## src/sv/sphere_frustum_cull_top_assert.svh

```systemverilog
// Assertion macros shared by the culling block.
`ifndef SPHERE_FRUSTUM_CULL_TOP_ASSERT_SVH
`define SPHERE_FRUSTUM_CULL_TOP_ASSERT_SVH

`ifndef SYNTHESIS

// a implies b in the same cycle
`define SFC_ASSERT_NOW(label, clk, rst_n, a, b) \
    label: assert property (@(posedge clk) disable iff (!rst_n) (a) |-> (b)) \
        else $error("sfc assertion failed: same-cycle implication");

// a implies b in the next cycle
`define SFC_ASSERT_NEXT(label, clk, rst_n, a, b) \
    label: assert property (@(posedge clk) disable iff (!rst_n) (a) |=> (b)) \
        else $error("sfc assertion failed: next-cycle implication");

`else

`define SFC_ASSERT_NOW(label, clk, rst_n, a, b)
`define SFC_ASSERT_NEXT(label, clk, rst_n, a, b)

`endif

`endif

```

## src/sv/sfc_pkg.sv

```systemverilog
`timescale 1ns / 1ps
`default_nettype none

package sfc_pkg;

    localparam int PLANE_COUNT = 6;
    localparam int FRAC_ALIGN  = 14;

    typedef logic signed [15:0] coord_t;
    typedef logic        [14:0] radius_t;
    typedef logic signed [15:0] normal_t;
    typedef logic signed [15:0] offset_t;
    typedef logic signed [33:0] dist_t;
    typedef logic signed [19:0] min_dist_t;
    typedef logic        [2:0]  cfg_index_t;
    typedef logic        [63:0] cfg_data_t;

    typedef struct packed {
        normal_t nx;
        normal_t ny;
        normal_t nz;
        offset_t d;
    } plane_t;

    typedef enum logic [2:0] {
        REG_PLANE_LEFT   = 3'd0,
        REG_PLANE_RIGHT  = 3'd1,
        REG_PLANE_BOTTOM = 3'd2,
        REG_PLANE_TOP    = 3'd3,
        REG_PLANE_NEAR   = 3'd4,
        REG_PLANE_FAR    = 3'd5
    } reg_index_t;

    // zero normal, d = +2047.9375: never culls
    localparam plane_t PLANE_RESET = plane_t'(64'd32767);

endpackage

`default_nettype wire

```

## src/sv/sfc_plane_lane.sv

```systemverilog
`timescale 1ns / 1ps
`default_nettype none

module sfc_plane_lane (
    input  wire sfc_pkg::plane_t  plane,
    input  wire sfc_pkg::coord_t  center_x,
    input  wire sfc_pkg::coord_t  center_y,
    input  wire sfc_pkg::coord_t  center_z,
    input  wire sfc_pkg::radius_t sphere_radius,
    output sfc_pkg::dist_t        plane_sum
);
    import sfc_pkg::*;

    logic signed [31:0] prod_x;
    logic signed [31:0] prod_y;
    logic signed [31:0] prod_z;
    dist_t              d_ext;
    dist_t              r_ext;
    dist_t              dr_aligned;

    // Q1.14 * Q12.4 products are exact in Q.18
    assign prod_x = plane.nx * center_x;
    assign prod_y = plane.ny * center_y;
    assign prod_z = plane.nz * center_z;

    // align d + r from Q.4 to Q.18; magnitude stays below 2^31
    assign d_ext      = dist_t'(plane.d);
    assign r_ext      = dist_t'($signed({1'b0, sphere_radius}));
    assign dr_aligned = (d_ext + r_ext) <<< FRAC_ALIGN;

    assign plane_sum = dist_t'(prod_x) + dist_t'(prod_y) + dist_t'(prod_z) + dr_aligned;

endmodule

`default_nettype wire

```

## config.mk

```make
export PLATFORM = sky130hd
export DESIGN_NAME = sfc_plane_lane
export DESIGN_NICKNAME = d
export VERILOG_FILES = /design/src/sv/sphere_frustum_cull_top_assert.svh /design/src/sv/sfc_pkg.sv /design/src/sv/sfc_plane_lane.sv
export SDC_FILE = /design/constraint.sdc
export NUM_CORES = 2
export LEC_CHECK = 0
export BUFFER_PORTS_ARGS = -buffer_cell sky130_fd_sc_hd__buf_4
export CAP_MARGIN = 20
export CORE_ASPECT_RATIO = 2
export CORE_UTILIZATION = 60
export DETAILED_ROUTE_END_ITERATION = 7
export PLACE_DENSITY = 0.88
export SETUP_SLACK_MARGIN = 0.05
export SYNTH_ARGS = -nofsm -noshare
export SYNTH_HDL_FRONTEND = slang
export SYNTH_SLANG_ARGS = --single-unit
```

## constraint.sdc

```tcl
create_clock -name vclk -period 30.5
set_input_delay 4.575 -clock vclk [all_inputs]
set_output_delay 4.575 -clock vclk [all_outputs]
set_load 0.02 [all_outputs]
```

==> metrics.cfg <==
[outcome]
outcome=finished with violations
violations=design-rule violations

[floorplan]
die-area_um2=54400
rows=119
die_w_um=165
pin_count=161
start_util_pct=60.8
die_y_um=329
core_um2=52700

[critical_path]
cp.required_ps=25930
startpoint_type=input pin
end_kind=primary output
crit_family=adder cells
arrival_ps=12930
cp_slowest_cell=fa_1
cp_max_fo=16
worstSetupPathType=input pin to primary output
cp.depth=27
endpoint=plane_sum[31]
crit_path_max_incr_delay_ps=650
cpMostUsedCell=fa_1
cp_num_buf_inv=9
startpoint=plane[63]

[placed_design]
place_area_um2=33700
routabilityCongestion=0.957
pre_cts_ws_ps=12960
hpwl_um=74800
port-buffer-count=161

[sta]
slew_headroom_pct=36.1
fin_crit_sh_pct=57.4
setup_viol=0
slew_violations=0
final-hold-violation-count=0
worstMarginPinSlew_ps=957
rsz0062_at_grt=false
fin_crit_ps=17510
tns_ps=0
max_freq_mhz=57.1
setup_slack_ps=12990

[global_routing]
grt_usage_pct=32.2
grt_pass1_vias=27067
gr-total-overflow=0
antenna_found_initial=4
grt_pass1_wl_um=133000
grt_max_degree=18

[clocking]
ctsHoldBuffers=0
cts_setup_buffers=0
post_cts_resized=0

[logic_synthesis]
syn_area_um2=32000
synth_commonest_cells=1066 x inv_1, 960 x fa_1, 376 x and2_1
synth_cell_type_count=62
synthesis.instances=3378
syn-num-nets=4678
yosysSeqAreaShare_pct=0
synth_area_leaders=fa_1 60%, inv_1 12%, ha_1 8.3%
yosysWarnings=0
avgSynthCellArea_um2=9.49
yosysMostFrequentCell=inv_1
synth_top_area_cell=fa_1
post-synth-top-area-fraction_pct=60.0

[detailed_routing]
via_per_inst=5.54
drt-wirelength-per-cell_um=19.6
wl_um=80400
vias=22718
ant_nets=0
drc=44
drtPass1Iterations=7
drtIter0Drc=1103

[cells_and_area]
design.seq.count=0
stdcell_area_um2=33700
nNetsFinal=4737
area.growth.synth_to_final_pct=5.18
seqCellArea_um2=0
layout-drive-gt1-share_pct=5.24
post-route-util_pct=64.0
clock_buffers=0

[hold_path]
hp-class=input pin to primary output

[job]
cap_violations=0

==> routing by layer <==
layer,global-route usage [%],part of all wire [%]
met5,0,0.031
met4,19.8,7.5
met3,4.19,5.5
met2,60.3,56
met1,33.2,31
==> cell families after synthesis <==
family	Yosys count	share of synthesized area, %
AOI/OAI and AO/OA	119	2.70
xor gates and xnor gates	56	1.53
adders and majority gates	1173	68.3
buffers and inverters	1171	13.8
muxes	3	0.0937
and+or+nand+nor	856	13.6
==> worst min-delay path by stage <==
stage	from	end	depth (start not counted)	slack (ps)
finish	plane[48]	plane_sum[0]	4	9830
global route	plane[48]	plane_sum[0]	4	9870
CTS	plane[48]	plane_sum[0]	4	9820
detailed placement	plane[48]	plane_sum[0]	4	9820
global placement	plane[48]	plane_sum[0]	4	9790
floorplan	center_x[0]	plane_sum[0]	2	9470
==> per-stage QoR <==
step	std cells	hold slack [ps]
finish	4102	9830
CTS	4100	9820
global placement	4099	9790
detailed placement	4100	9820
floorplan	3378	9470
global route	4101	9870
==> cells in the final DEF (no fill, tap or decap), drive strengths merged, types with 2 or more instances in the layout <==
cell	count
nor3	8
o211ai	7
o21a	5
ha	213
nand4	3
nand3b	3
xor2	17
nor2	29
nor2b	13
nand2b	31
or2	3
a21o	15
a31oi	10
nand3	10
mux2i	3
o21bai	5
o31ai	2
o21ai	23
nand2	371
o41ai	3
diode	2
and2	376
and3	2
xnor2	39
a211o	3
buf	162
fa	960
nor3b	2
inv	1066
a211oi	5
a21oi	30
nor4	3
==> layout make-up <==
cell class / count / area, µm²
Multi-Input combinational cell: 2207 / 27600
Fill cell: 4055 / 19000
Inverter: 1066 / 4000
Timing Repair Buffer: 162 / 1240
Tap cell: 665 / 832
Antenna cell: 2 / 5.00
Power is not shown: default switching activity piles up to over one toggle a cycle in this logic, so the estimate is an artifact.
