`src/sv/sphere_frustum_cull_top_assert.svh`:
```
// Assertion macros shared by the culling block.
`ifndef SPHERE_FRUSTUM_CULL_TOP_ASSERT_SVH
`define SPHERE_FRUSTUM_CULL_TOP_ASSERT_SVH

`ifndef SYNTHESIS

// a implies b in the same cycle
`define SFC_ASSERT_NOW(label, clk, rst_n, a, b) \
    label: assert property (@(posedge clk) disable iff (!rst_n) (a) |-> (b)) \
        else $error("sfc assertion failed: same-cycle implication");

// a implies b in the next cycle
`define SFC_ASSERT_NEXT(label, clk, rst_n, a, b) \
    label: assert property (@(posedge clk) disable iff (!rst_n) (a) |=> (b)) \
        else $error("sfc assertion failed: next-cycle implication");

`else

`define SFC_ASSERT_NOW(label, clk, rst_n, a, b)
`define SFC_ASSERT_NEXT(label, clk, rst_n, a, b)

`endif

`endif

```
`src/sv/sfc_pkg.sv`:
```
`timescale 1ns / 1ps
`default_nettype none

package sfc_pkg;

    localparam int PLANE_COUNT = 6;
    localparam int FRAC_ALIGN  = 14;

    typedef logic signed [15:0] coord_t;
    typedef logic        [14:0] radius_t;
    typedef logic signed [15:0] normal_t;
    typedef logic signed [15:0] offset_t;
    typedef logic signed [33:0] dist_t;
    typedef logic signed [19:0] min_dist_t;
    typedef logic        [2:0]  cfg_index_t;
    typedef logic        [63:0] cfg_data_t;

    typedef struct packed {
        normal_t nx;
        normal_t ny;
        normal_t nz;
        offset_t d;
    } plane_t;

    typedef enum logic [2:0] {
        REG_PLANE_LEFT   = 3'd0,
        REG_PLANE_RIGHT  = 3'd1,
        REG_PLANE_BOTTOM = 3'd2,
        REG_PLANE_TOP    = 3'd3,
        REG_PLANE_NEAR   = 3'd4,
        REG_PLANE_FAR    = 3'd5
    } reg_index_t;

    // zero normal, d = +2047.9375: never culls
    localparam plane_t PLANE_RESET = plane_t'(64'd32767);

endpackage

`default_nettype wire

```
`src/sv/sfc_min_select.sv`:
```
`timescale 1ns / 1ps
`default_nettype none

module sfc_min_select (
    input  wire sfc_pkg::dist_t dists [sfc_pkg::PLANE_COUNT],
    output logic                visible,
    output sfc_pkg::min_dist_t  min_distance
);
    import sfc_pkg::*;

    dist_t m01;
    dist_t m23;
    dist_t m45;
    dist_t m0123;
    dist_t best;

    // three-level compare tree over the six plane sums
    assign m01   = (dists[1] < dists[0]) ? dists[1] : dists[0];
    assign m23   = (dists[3] < dists[2]) ? dists[3] : dists[2];
    assign m45   = (dists[5] < dists[4]) ? dists[5] : dists[4];
    assign m0123 = (m23 < m01) ? m23 : m01;
    assign best  = (m45 < m0123) ? m45 : m0123;

    // dropping the low fraction bits floors toward minus infinity
    assign min_distance = best[33:FRAC_ALIGN];
    assign visible      = ~best[33];

endmodule

`default_nettype wire

```
`config.mk`:
```
export PLATFORM = sky130hd
export DESIGN_NAME = sfc_min_select
export DESIGN_NICKNAME = d
export VERILOG_FILES = /design/src/sv/sphere_frustum_cull_top_assert.svh /design/src/sv/sfc_pkg.sv /design/src/sv/sfc_min_select.sv
export SDC_FILE = /design/constraint.sdc
export NUM_CORES = 1
export LEC_CHECK = 0
export ABC_CLOCK_PERIOD_IN_PS = 13650
export BUFFER_PORTS_ARGS = -buffer_cell sky130_fd_sc_hd__buf_2
export CORE_ASPECT_RATIO = 0.5
export CORE_MARGIN = 3
export CORE_UTILIZATION = 40
export DETAILED_ROUTE_END_ITERATION = 8
export PLACE_DENSITY = 0.67
export SYNTH_ARGS = -nofsm -noshare
export SYNTH_HDL_FRONTEND = slang
export SYNTH_SLANG_ARGS = --single-unit
export TNS_END_PERCENT = 50
```
`constraint.sdc`:
```
create_clock -name vclk -period 13.65
set_input_delay 2.73 -clock vclk [all_inputs]
set_output_delay 2.73 -clock vclk [all_outputs]
set_load 0.05 [all_outputs]
```
==> flow_summary_export.csv <==
group,metric,value,unit
grt,grt_max_degree,41,
routing,vias,7758,
die,dieWidth,177.9,um
setup_path,cpPeakStageDelay,0.58,ns
die,core,14000,um2
routing,viasPerCell,5.267,
grt,overflow,0,
setup_path,critPathKind,"input pin to output pin",
grt,grt_pass1_vias,7382,
yosys,syn_inst,895,
placed_design,routabilityCongestion,0.9388,
layout,seq_area,0,um2
yosys,yosysWarningCount,0,
timing,finalHoldViolations,0,
clock_tree,postCtsHoldBufs,0,
timing,relSlewSlack,0.5964,
die,rows,30,
die,die_h,91.93,um
timing,finalSetupViolCount,0,
yosys,synth.mux.area_fraction,0.03961,
layout,final_core_util,0.7011,
routing,ant_nets,0,
setup_path,cp_max_fo,7,
timing,slew_viol_final,0,
yosys,synth_top_family_by_area,"adder cells",
layout,diodes,0,
grt,grt.total_usage,0.2388,
setup_path,cp_common_cell,"a21o_1",
placed_design,dpl_cell_area,8675,um2
routing,drt-wirelength-per-cell,15.44,um
setup_path,cp-end-kind,"output pin",
status,status,"finished, final reports clean",
layout,design_area,9816,um2
timing,worst_pin_slew,0.5991,ns
setup_path,crit_arrival,10.80,ns
placed_design,io_buffers,225,
yosys,synth_compound_area_frac,0.2879,
setup_path,crit_path_start_kind,"input pin",
job,cap_viol_max_count,0,
routing,drtIter0Drc,395,
placed_design,dp_hpwl,18350,um
setup_path,cp_slowest_cell,"or4_4",
layout,layout.nets,1651,
yosys,synth_fa_ha_area_frac,0.3474,
power,max-vdd-ir-drop,240.1,uV
layout,num-clock-buffers,0,
die,dieArea,16350,um2
die,initial_core_util,0.4219,
setup_path,critPathRequiredTime,10.92,ns
routing,drt-total-wl,22740,um
power,power.density,241.6,nW/um2
yosys,synth.avg_cell_area,6.600,um2
layout,syn2layout_area_growth,66.17,%
timing,rsz0062_at_grt,"yes",
grt,grt_pass1_wl,32910,um
yosys,yosys.area_share.xor_xnor,0.007414,
hold_path,hold_path_class,"input pin to output pin",
grt,antenna_found_initial,0,
layout,drive_gt1_frac,0.4247,
yosys,syn_nets,1263,
layout,seq_cell_count,0,
die,io_pins,225,
layout,fillers,1170,
routing,first_pass_iters,5,
yosys,seq_area_frac_synth,0,
timing,fmax,0.07392,GHz
timing,fin_crit,13.53,ns
timing,period_share,0.9911,
yosys,yosys.area_share.simple,0.2084,
routing,remaining_drc_errors,0,
power,total_leakage_power,5.345,nW
yosys,yosysUniqueCellTypes,63,
yosys,syn_area,5907,um2
-- stage by stage --
stage / worst slack (ns) / TNS (ns) / power, mW / std cells / hold WS, ns
global placement: -0.2342 / -3.884 / 1.980 / 1438 / 5.988
global route: -0.2730 / -4.724 / 2.521 / 1473 / 5.993
floorplan: 0.006059 / 0 / 1.416 / 895 / 5.878
detailed placement: -0.4202 / -7.558 / 2.016 / 1438 / 5.982
finish: 0.1212 / 0 / 2.371 / 1473 / 5.971
CTS: 0.004695 / 0 / 2.243 / 1451 / 5.981
-- cells in the mapped netlist, types with 2 or more instances --
library cell / count / area share
buf_8: 2 / 0.0051
a21o_1: 44 / 0.056
or2b_2: 3 / 0.0044
nand2_1: 108 / 0.069
nor2_1: 67 / 0.043
mux2i_1: 20 / 0.034
o221ai_1: 2 / 0.0030
a211oi_1: 4 / 0.0051
o31ai_1: 2 / 0.0025
a211o_1: 2 / 0.0030
xnor2_1: 5 / 0.0074
nor4_1: 3 / 0.0032
and3_2: 2 / 0.0025
nand4_2: 2 / 0.0042
nand3_1: 5 / 0.0042
nand4_1: 28 / 0.030
clkbuf_1: 20 / 0.013
nor2b_1: 7 / 0.0074
o21a_1: 2 / 0.0025
and3_1: 3 / 0.0032
inv_1: 126 / 0.080
buf_4: 6 / 0.0076
a31oi_1: 2 / 0.0021
nand2b_1: 13 / 0.014
mux2_2: 3 / 0.0057
o21bai_1: 3 / 0.0038
nor3_1: 5 / 0.0042
o21ai_0: 99 / 0.084
or2_2: 3 / 0.0032
a221oi_1: 5 / 0.0074
ha_1: 164 / 0.35
a21oi_1: 104 / 0.088
-- cells in the final DEF (no fill, tap or decap), types with 3 or more instances in the layout --
cell | Yosys | layout
a21o_1 | 44 | 44
nand3_1 | 5 | 5
a21oi_2 | 0 | 10
or2b_2 | 3 | 3
inv_1 | 126 | 111
buf_12 | 0 | 7
o21bai_1 | 3 | 3
a211oi_1 | 4 | 4
ha_4 | 0 | 22
nor2_4 | 0 | 3
o21ai_0 | 99 | 79
o21ai_2 | 0 | 12
mux2i_4 | 0 | 20
buf_6 | 0 | 52
nand2_2 | 0 | 4
o21ai_1 | 0 | 8
a21oi_1 | 104 | 92
nor2_1 | 67 | 63
nand2b_1 | 13 | 13
and3_1 | 3 | 3
nor3_1 | 5 | 4
inv_2 | 0 | 13
or2_2 | 3 | 3
buf_4 | 6 | 172
nand2_1 | 108 | 104
buf_2 | 1 | 183
ha_1 | 164 | 141
nor2b_1 | 7 | 7
xnor2_4 | 0 | 3
nand4_1 | 28 | 28
a221oi_2 | 0 | 3
-- metal layers --
metal / track usage / share of wire / up-vias
li1: - / - / 3939
met4: 0.03003 / 0.017 / 0
met1: 0.3164 / 0.44 / 3552
met3: 0.007858 / 0.055 / 32
met5: 0 / 0 / -
met2: 0.4416 / 0.49 / 235
-- critical path: cells and delay by family --
kind                     cells  cell delay [ns]
XOR/XNOR                     3             0.64
AO/OA/AOI/OAI               23             4.26
AND/OR/NAND/NOR              6             1.18
adder cells (fa/ha/maj)      3             0.78
multiplexers                 1             0.25
buffers and inverters        6             0.94
-- where the power goes --
group	total [mW]	internal [mW]	switching [mW]
Sequential	0	0	0
Clock	0	0	0
Combinational	2.37	1.16	1.21
-- final cells by class --
cell class / instances / area, um2 / area share
Multi-Input combinational cell: 738 / 6100 / 0.6214
Timing Repair Buffer: 417 / 2998 / 0.3054
Inverter: 126 / 478.0 / 0.04869
Tap cell: 192 / 240.2 / 0.02447
-- final timing paths --
check | from | endpoint | slack (ns) | cells after the start
max | dists[162] | min_distance[9] | 0.12 | 42
min | dists[25] | min_distance[11] | 5.97 | 4
-- what timing repair did --
item	4_1_cts	5_1_grt
hold endpoints to repair	0	0
setup buffers	12	21
gates cloned	1	2
resized for setup	52	143
pin swaps	11	68
setup endpoints to repair	21	21
-- cell families (layout without fill, tap and decap cells) --
family,Yosys count,after routing
compound gates,286,286
simple gates,260,260
buf+inv,157,543
xor+xnor,5,5
fa+ha+maj,164,164
mux,23,23
(Power assumes the default switching activity.)
