$ cat config.mk
export PLATFORM = sky130hd
export DESIGN_NAME = sfc_plane_regs_flat
export DESIGN_NICKNAME = d
export VERILOG_FILES = /design/src/sv/sphere_frustum_cull_top_assert.svh /design/src/sv/sfc_pkg.sv /design/src/sv/sfc_cfg_if.sv /design/src/sv/sfc_plane_regs.sv /design/src/flat_wrapper.sv
export SDC_FILE = /design/constraint.sdc
export NUM_CORES = 1
export LEC_CHECK = 0
export BUFFER_PORTS_ARGS = -buffer_cell sky130_fd_sc_hd__buf_4
export CAP_MARGIN = 0
export CORE_AREA = 2 2 175 177
export DETAILED_ROUTE_END_ITERATION = 10
export DIE_AREA = 0 0 177 179
export GPL_ROUTABILITY_DRIVEN = 0
export PLACE_DENSITY = 0.8
export SLEW_MARGIN = 10
export SYNTH_ARGS = -nofsm -noshare
export SYNTH_HDL_FRONTEND = slang
export SYNTH_SLANG_ARGS = --single-unit
$ cat constraint.sdc
create_clock -name clk -period 0.87 [get_ports clk]
set_input_delay 0.2175 -clock clk [delete_from_list [all_inputs] [get_ports clk]]
set_output_delay 0.2175 -clock clk [all_outputs]
set_load 0.02 [all_outputs]
$ cat src/sv/sphere_frustum_cull_top_assert.svh
// Assertion macros shared by the culling block.
`ifndef SPHERE_FRUSTUM_CULL_TOP_ASSERT_SVH
`define SPHERE_FRUSTUM_CULL_TOP_ASSERT_SVH

`ifndef SYNTHESIS

// a implies b in the same cycle
`define SFC_ASSERT_NOW(label, clk, rst_n, a, b) \
    label: assert property (@(posedge clk) disable iff (!rst_n) (a) |-> (b)) \
        else $error("sfc assertion failed: same-cycle implication");

// a implies b in the next cycle
`define SFC_ASSERT_NEXT(label, clk, rst_n, a, b) \
    label: assert property (@(posedge clk) disable iff (!rst_n) (a) |=> (b)) \
        else $error("sfc assertion failed: next-cycle implication");

`else

`define SFC_ASSERT_NOW(label, clk, rst_n, a, b)
`define SFC_ASSERT_NEXT(label, clk, rst_n, a, b)

`endif

`endif

$ cat src/sv/sfc_pkg.sv
`timescale 1ns / 1ps
`default_nettype none

package sfc_pkg;

    localparam int PLANE_COUNT = 6;
    localparam int FRAC_ALIGN  = 14;

    typedef logic signed [15:0] coord_t;
    typedef logic        [14:0] radius_t;
    typedef logic signed [15:0] normal_t;
    typedef logic signed [15:0] offset_t;
    typedef logic signed [33:0] dist_t;
    typedef logic signed [19:0] min_dist_t;
    typedef logic        [2:0]  cfg_index_t;
    typedef logic        [63:0] cfg_data_t;

    typedef struct packed {
        normal_t nx;
        normal_t ny;
        normal_t nz;
        offset_t d;
    } plane_t;

    typedef enum logic [2:0] {
        REG_PLANE_LEFT   = 3'd0,
        REG_PLANE_RIGHT  = 3'd1,
        REG_PLANE_BOTTOM = 3'd2,
        REG_PLANE_TOP    = 3'd3,
        REG_PLANE_NEAR   = 3'd4,
        REG_PLANE_FAR    = 3'd5
    } reg_index_t;

    // zero normal, d = +2047.9375: never culls
    localparam plane_t PLANE_RESET = plane_t'(64'd32767);

endpackage

`default_nettype wire

$ cat src/sv/sfc_cfg_if.sv
`timescale 1ns / 1ps
`default_nettype none

interface sfc_cfg_if;
    import sfc_pkg::*;

    logic       valid;
    logic       ready;
    cfg_index_t index;
    cfg_data_t  data;

    modport source (
        output valid, index, data,
        input  ready
    );

    modport sink (
        input  valid, index, data,
        output ready
    );
endinterface

`default_nettype wire

$ cat src/sv/sfc_plane_regs.sv
`timescale 1ns / 1ps
`default_nettype none

module sfc_plane_regs (
    input  wire logic          clk,
    input  wire logic          rst_n,
    sfc_cfg_if.sink            cfg,
    output sfc_pkg::plane_t    planes [sfc_pkg::PLANE_COUNT]
);
    import sfc_pkg::*;

    plane_t planes_reg  [PLANE_COUNT];
    plane_t planes_next [PLANE_COUNT];

    assign cfg.ready = 1'b1;

    // decode the write; indexes past the far plane drop the word
    always_comb
    begin
        planes_next = planes_reg;
        if (cfg.valid)
        begin
            unique case (cfg.index)
                REG_PLANE_LEFT:   planes_next[0] = plane_t'(cfg.data);
                REG_PLANE_RIGHT:  planes_next[1] = plane_t'(cfg.data);
                REG_PLANE_BOTTOM: planes_next[2] = plane_t'(cfg.data);
                REG_PLANE_TOP:    planes_next[3] = plane_t'(cfg.data);
                REG_PLANE_NEAR:   planes_next[4] = plane_t'(cfg.data);
                REG_PLANE_FAR:    planes_next[5] = plane_t'(cfg.data);
                default:          ;
            endcase
        end
    end

    always_ff @(posedge clk or negedge rst_n)
    begin
        if (!rst_n)
        begin
            for (int i = 0; i < PLANE_COUNT; i++)
            begin
                planes_reg[i] <= PLANE_RESET;
            end
        end
        else
        begin
            planes_reg <= planes_next;
        end
    end

    assign planes = planes_reg;

endmodule

`default_nettype wire

$ cat src/flat_wrapper.sv
// flat-port wrapper written by rule: the top's interface ports become plain ports
module sfc_plane_regs_flat import sfc_pkg::*;
  (clk, rst_n, planes, cfg_valid, cfg_index, cfg_data, cfg_ready);
  sfc_cfg_if cfg_i ();
  input  wire logic clk;
  input  wire logic rst_n;
  output sfc_pkg::plane_t planes[sfc_pkg::PLANE_COUNT];
  input wire logic [$bits(cfg_i.valid)-1:0] cfg_valid;
  input wire logic [$bits(cfg_i.index)-1:0] cfg_index;
  input wire logic [$bits(cfg_i.data)-1:0] cfg_data;
  output wire logic [$bits(cfg_i.ready)-1:0] cfg_ready;
  assign cfg_i.valid = cfg_valid;
  assign cfg_i.index = cfg_index;
  assign cfg_i.data = cfg_data;
  assign cfg_ready = cfg_i.ready;
  sfc_plane_regs u_core (.clk(clk), .rst_n(rst_n), .cfg(cfg_i), .planes(planes));
endmodule
==> results by group <==
Critical path
  – Crit. End Element: output port
  – Crit path buf inv count: 1
  – Worst-path maximum fanout: 2
  – CP max stage cell: dfstp_2
  – Crit path largest cell delay: 610 ps
  – Crit-path cells: buf_6
  – Critical Path Start Type: flip-flop
  – CP Data Required Time: 650 ps
  – Crit-path leading delay family: flip-flops
  – Crit path kind: reg2out
  – Arrival time worst endpoint: 1280 ps

GRT
  – GRT Total Usage: 0.3660
  – Vias in the first global route: 12730
  – First-pass GRT wire length: 84670 um
  – Pin count of the biggest net entering global routing: 61
  – Remaining Overflow, GRT: 0
  – Initial antenna violation count: 0

Clock tree
  – Clk pin slew, worst setup/hold paths: 70 ps
  – Cts bufs inserted: 40
  – H-tree depth: 2
  – Clk root buf: clkbuf_16
  – Clock tree buffer depth: 3
  – CTS tree: built
  – Sinks on Clock Net: 384
  – Clk_lat worst skew: 530 ps

Floorplanning
  – Initial Util: 0.5103
  – FP Rows: 64
  – Die Area: 0.03168 sq mm
  – Horiz. Die Dim: 177 um
  – Die height: 179 um
  – Core Box Area: 0.03003 sq mm
  – IO Pins: 455

Timing
  – Clock skew: 0 ps
  – Setup TNS: -213510 ps
  – RSZ-0062 raised after global routing: true
  – Fin worst setup slack: -623.4 ps
  – Tmin final: 1493 ps
  – Setup-failing EPs final: 759
  – Fin. max-slew vios: 0
  – Final period util: 1.717
  – Final hold violation count: 0
  – Peak Freq: 669.6 MHz

Final layout
  – Inserted Diodes: 0
  – P&R area growth vs syn: 76.57%
  – Layout fillers: 964
  – Share of cells above drive strength 1: 0.7867
  – Highest-count cells in the layout ignoring fill and taps: 491 x buf_6, 367 x mux2_4, 294 x dfrtp_1
  – Final Instance Area: 0.02706 sq mm
  – Largest register FFs: 384
  – Most common cell after layout, fill and taps aside: buf_6
  – # nets final: 1751

Routing
  – Detailed-route vias per instance: 5.704
  – WL/cell: 33.20 um
  – ANT nets after route: 0
  – Final wirelength: 69960 um
  – Via count: 12020
  – Initial DRC count: 935
  – DRC Markers: 0
  – DRT Pass-1 Iters: 5

Placement
  – DP Area: 0.01973 sq mm
  – Hpwl dp: 27790 um
  – I/O Buffers: 453

Logic synthesis
  – Largest cells by area after synthesis: dfrtp_1 48%, mux2_4 18%, dfstp_2 15%, mux2_2 15%, buf_12 1.6%
  – Synth Register Bits: 384
  – Synth warnings: 0
  – Synth Cell Area: 0.01532 sq mm
  – Synth top area share: 0.4801
  – Syn avg cell area: 18.73 sq um
  – Dominant cell type by area after synthesis: dfrtp_1
  – Synthesized net count: 888
  – Unique masters post-synth: 13
  – Post-synthesis sequential area ratio: 0.6344
  – Cells after Synth: 818

Run status
  – Status: finished, violations left
  – Failing checks: setup timing

Power
  – PD cells: 2746 mW/mm^2
  – Tot Pwr: 74.29 mW
  – Leakage Power: 13.25 nW
  – Worst VDD drop: 2.309 mV

Worst hold path
  – Min-delay worst type: in2reg

Flow run
  – Max-Cap Viols: 0
-- through the flow --
stage / setup WS (ps) / hold WS (ps) / cells / util
after global placement: -760.8 / 99.20 / 1687 / 0.6569
after floorplan: -392.1 / -78.09 / 818 / -
after detailed placement: -765.2 / 104.1 / 1687 / 0.6569
after global routing: -634.0 / 10.96 / 2107 / 0.9010
after CTS: -564.2 / 0.2608 / 2016 / 0.8460
final: -623.4 / 19.32 / 2107 / 0.9010
-- layout make-up --
class / count / area (sq um) / share of cell area
multi-input cells: 391 / 5796 / 0.2142
clock inverters: 12 / 185.2 / 0.006844
clock buffers: 60 / 1177 / 0.04352
flip-flops and latches: 384 / 9722 / 0.3593
repair buffers: 864 / 9681 / 0.3578
well taps: 396 / 495.5 / 0.01831
-- timing repair --
action	in CTS	in global routing
hold buffers	57	0
pin swaps	4	4
buffers inserted	179	134
cloned	21	15
hold endpoints to repair	523	0
endpoints found under the setup margin	755	760
resized for setup	459	233
-- where the power goes --
part / total (mW) / leakage (nW) / switching, mW / internal, mW
combinational: 28.9 / 8.10 / 12.2 / 16.7
sequential: 26.7 / 4.47 / 4.13 / 22.5
clock: 18.7 / 0.674 / 7.86 / 10.9
total: 74.3 / 13.3 / 24.2 / 50.0
-- logic make-up (layout without fill, tap and decap cells) --
| group | after synthesis | after routing | share of synthesized area |
|---|---|---|---|
| other | 1 | 1 | 0.0002447 |
| DFF | 384 | 384 | 0.6344 |
| and+or+nand+nor | 6 | 6 | 0.004573 |
| muxes | 384 | 384 | 0.3263 |
| buffers and inverters | 43 | 936 | 0.03446 |
-- cells in the mapped netlist, drive strengths merged --
cell,number
nor4b,1
dfrtp,294
buf,43
mux2,384
dfstp,90
nand4b,2
conb,1
and4bb,3
-- layer usage --
metal  vias to the layer above  global-route usage  share of wire
li1                       4611                   -              -
met2                       846              0.6196           0.49
met5                         -                   0              0
met4                         0              0.1829          0.077
met3                       324             0.09902          0.088
met1                      6237              0.4312           0.35
-- worst paths after layout --
check	startpoint	endpoint	slack, ps	cells after the start
min reg2reg	u_core.planes[53]	u_core.planes[53]	540	1
min in group asynchronous	rst_n	u_core.planes[254]	170	2
max	u_core.planes[325]	planes[325]	-620	1
max in group asynchronous	rst_n	u_core.planes[182]	50	3
max reg2reg	u_core.planes[381]	u_core.planes[381]	-180	3
min	cfg_data[56]	u_core.planes[120]	20	2
Note: power is estimated with default switching activity, not from simulation.
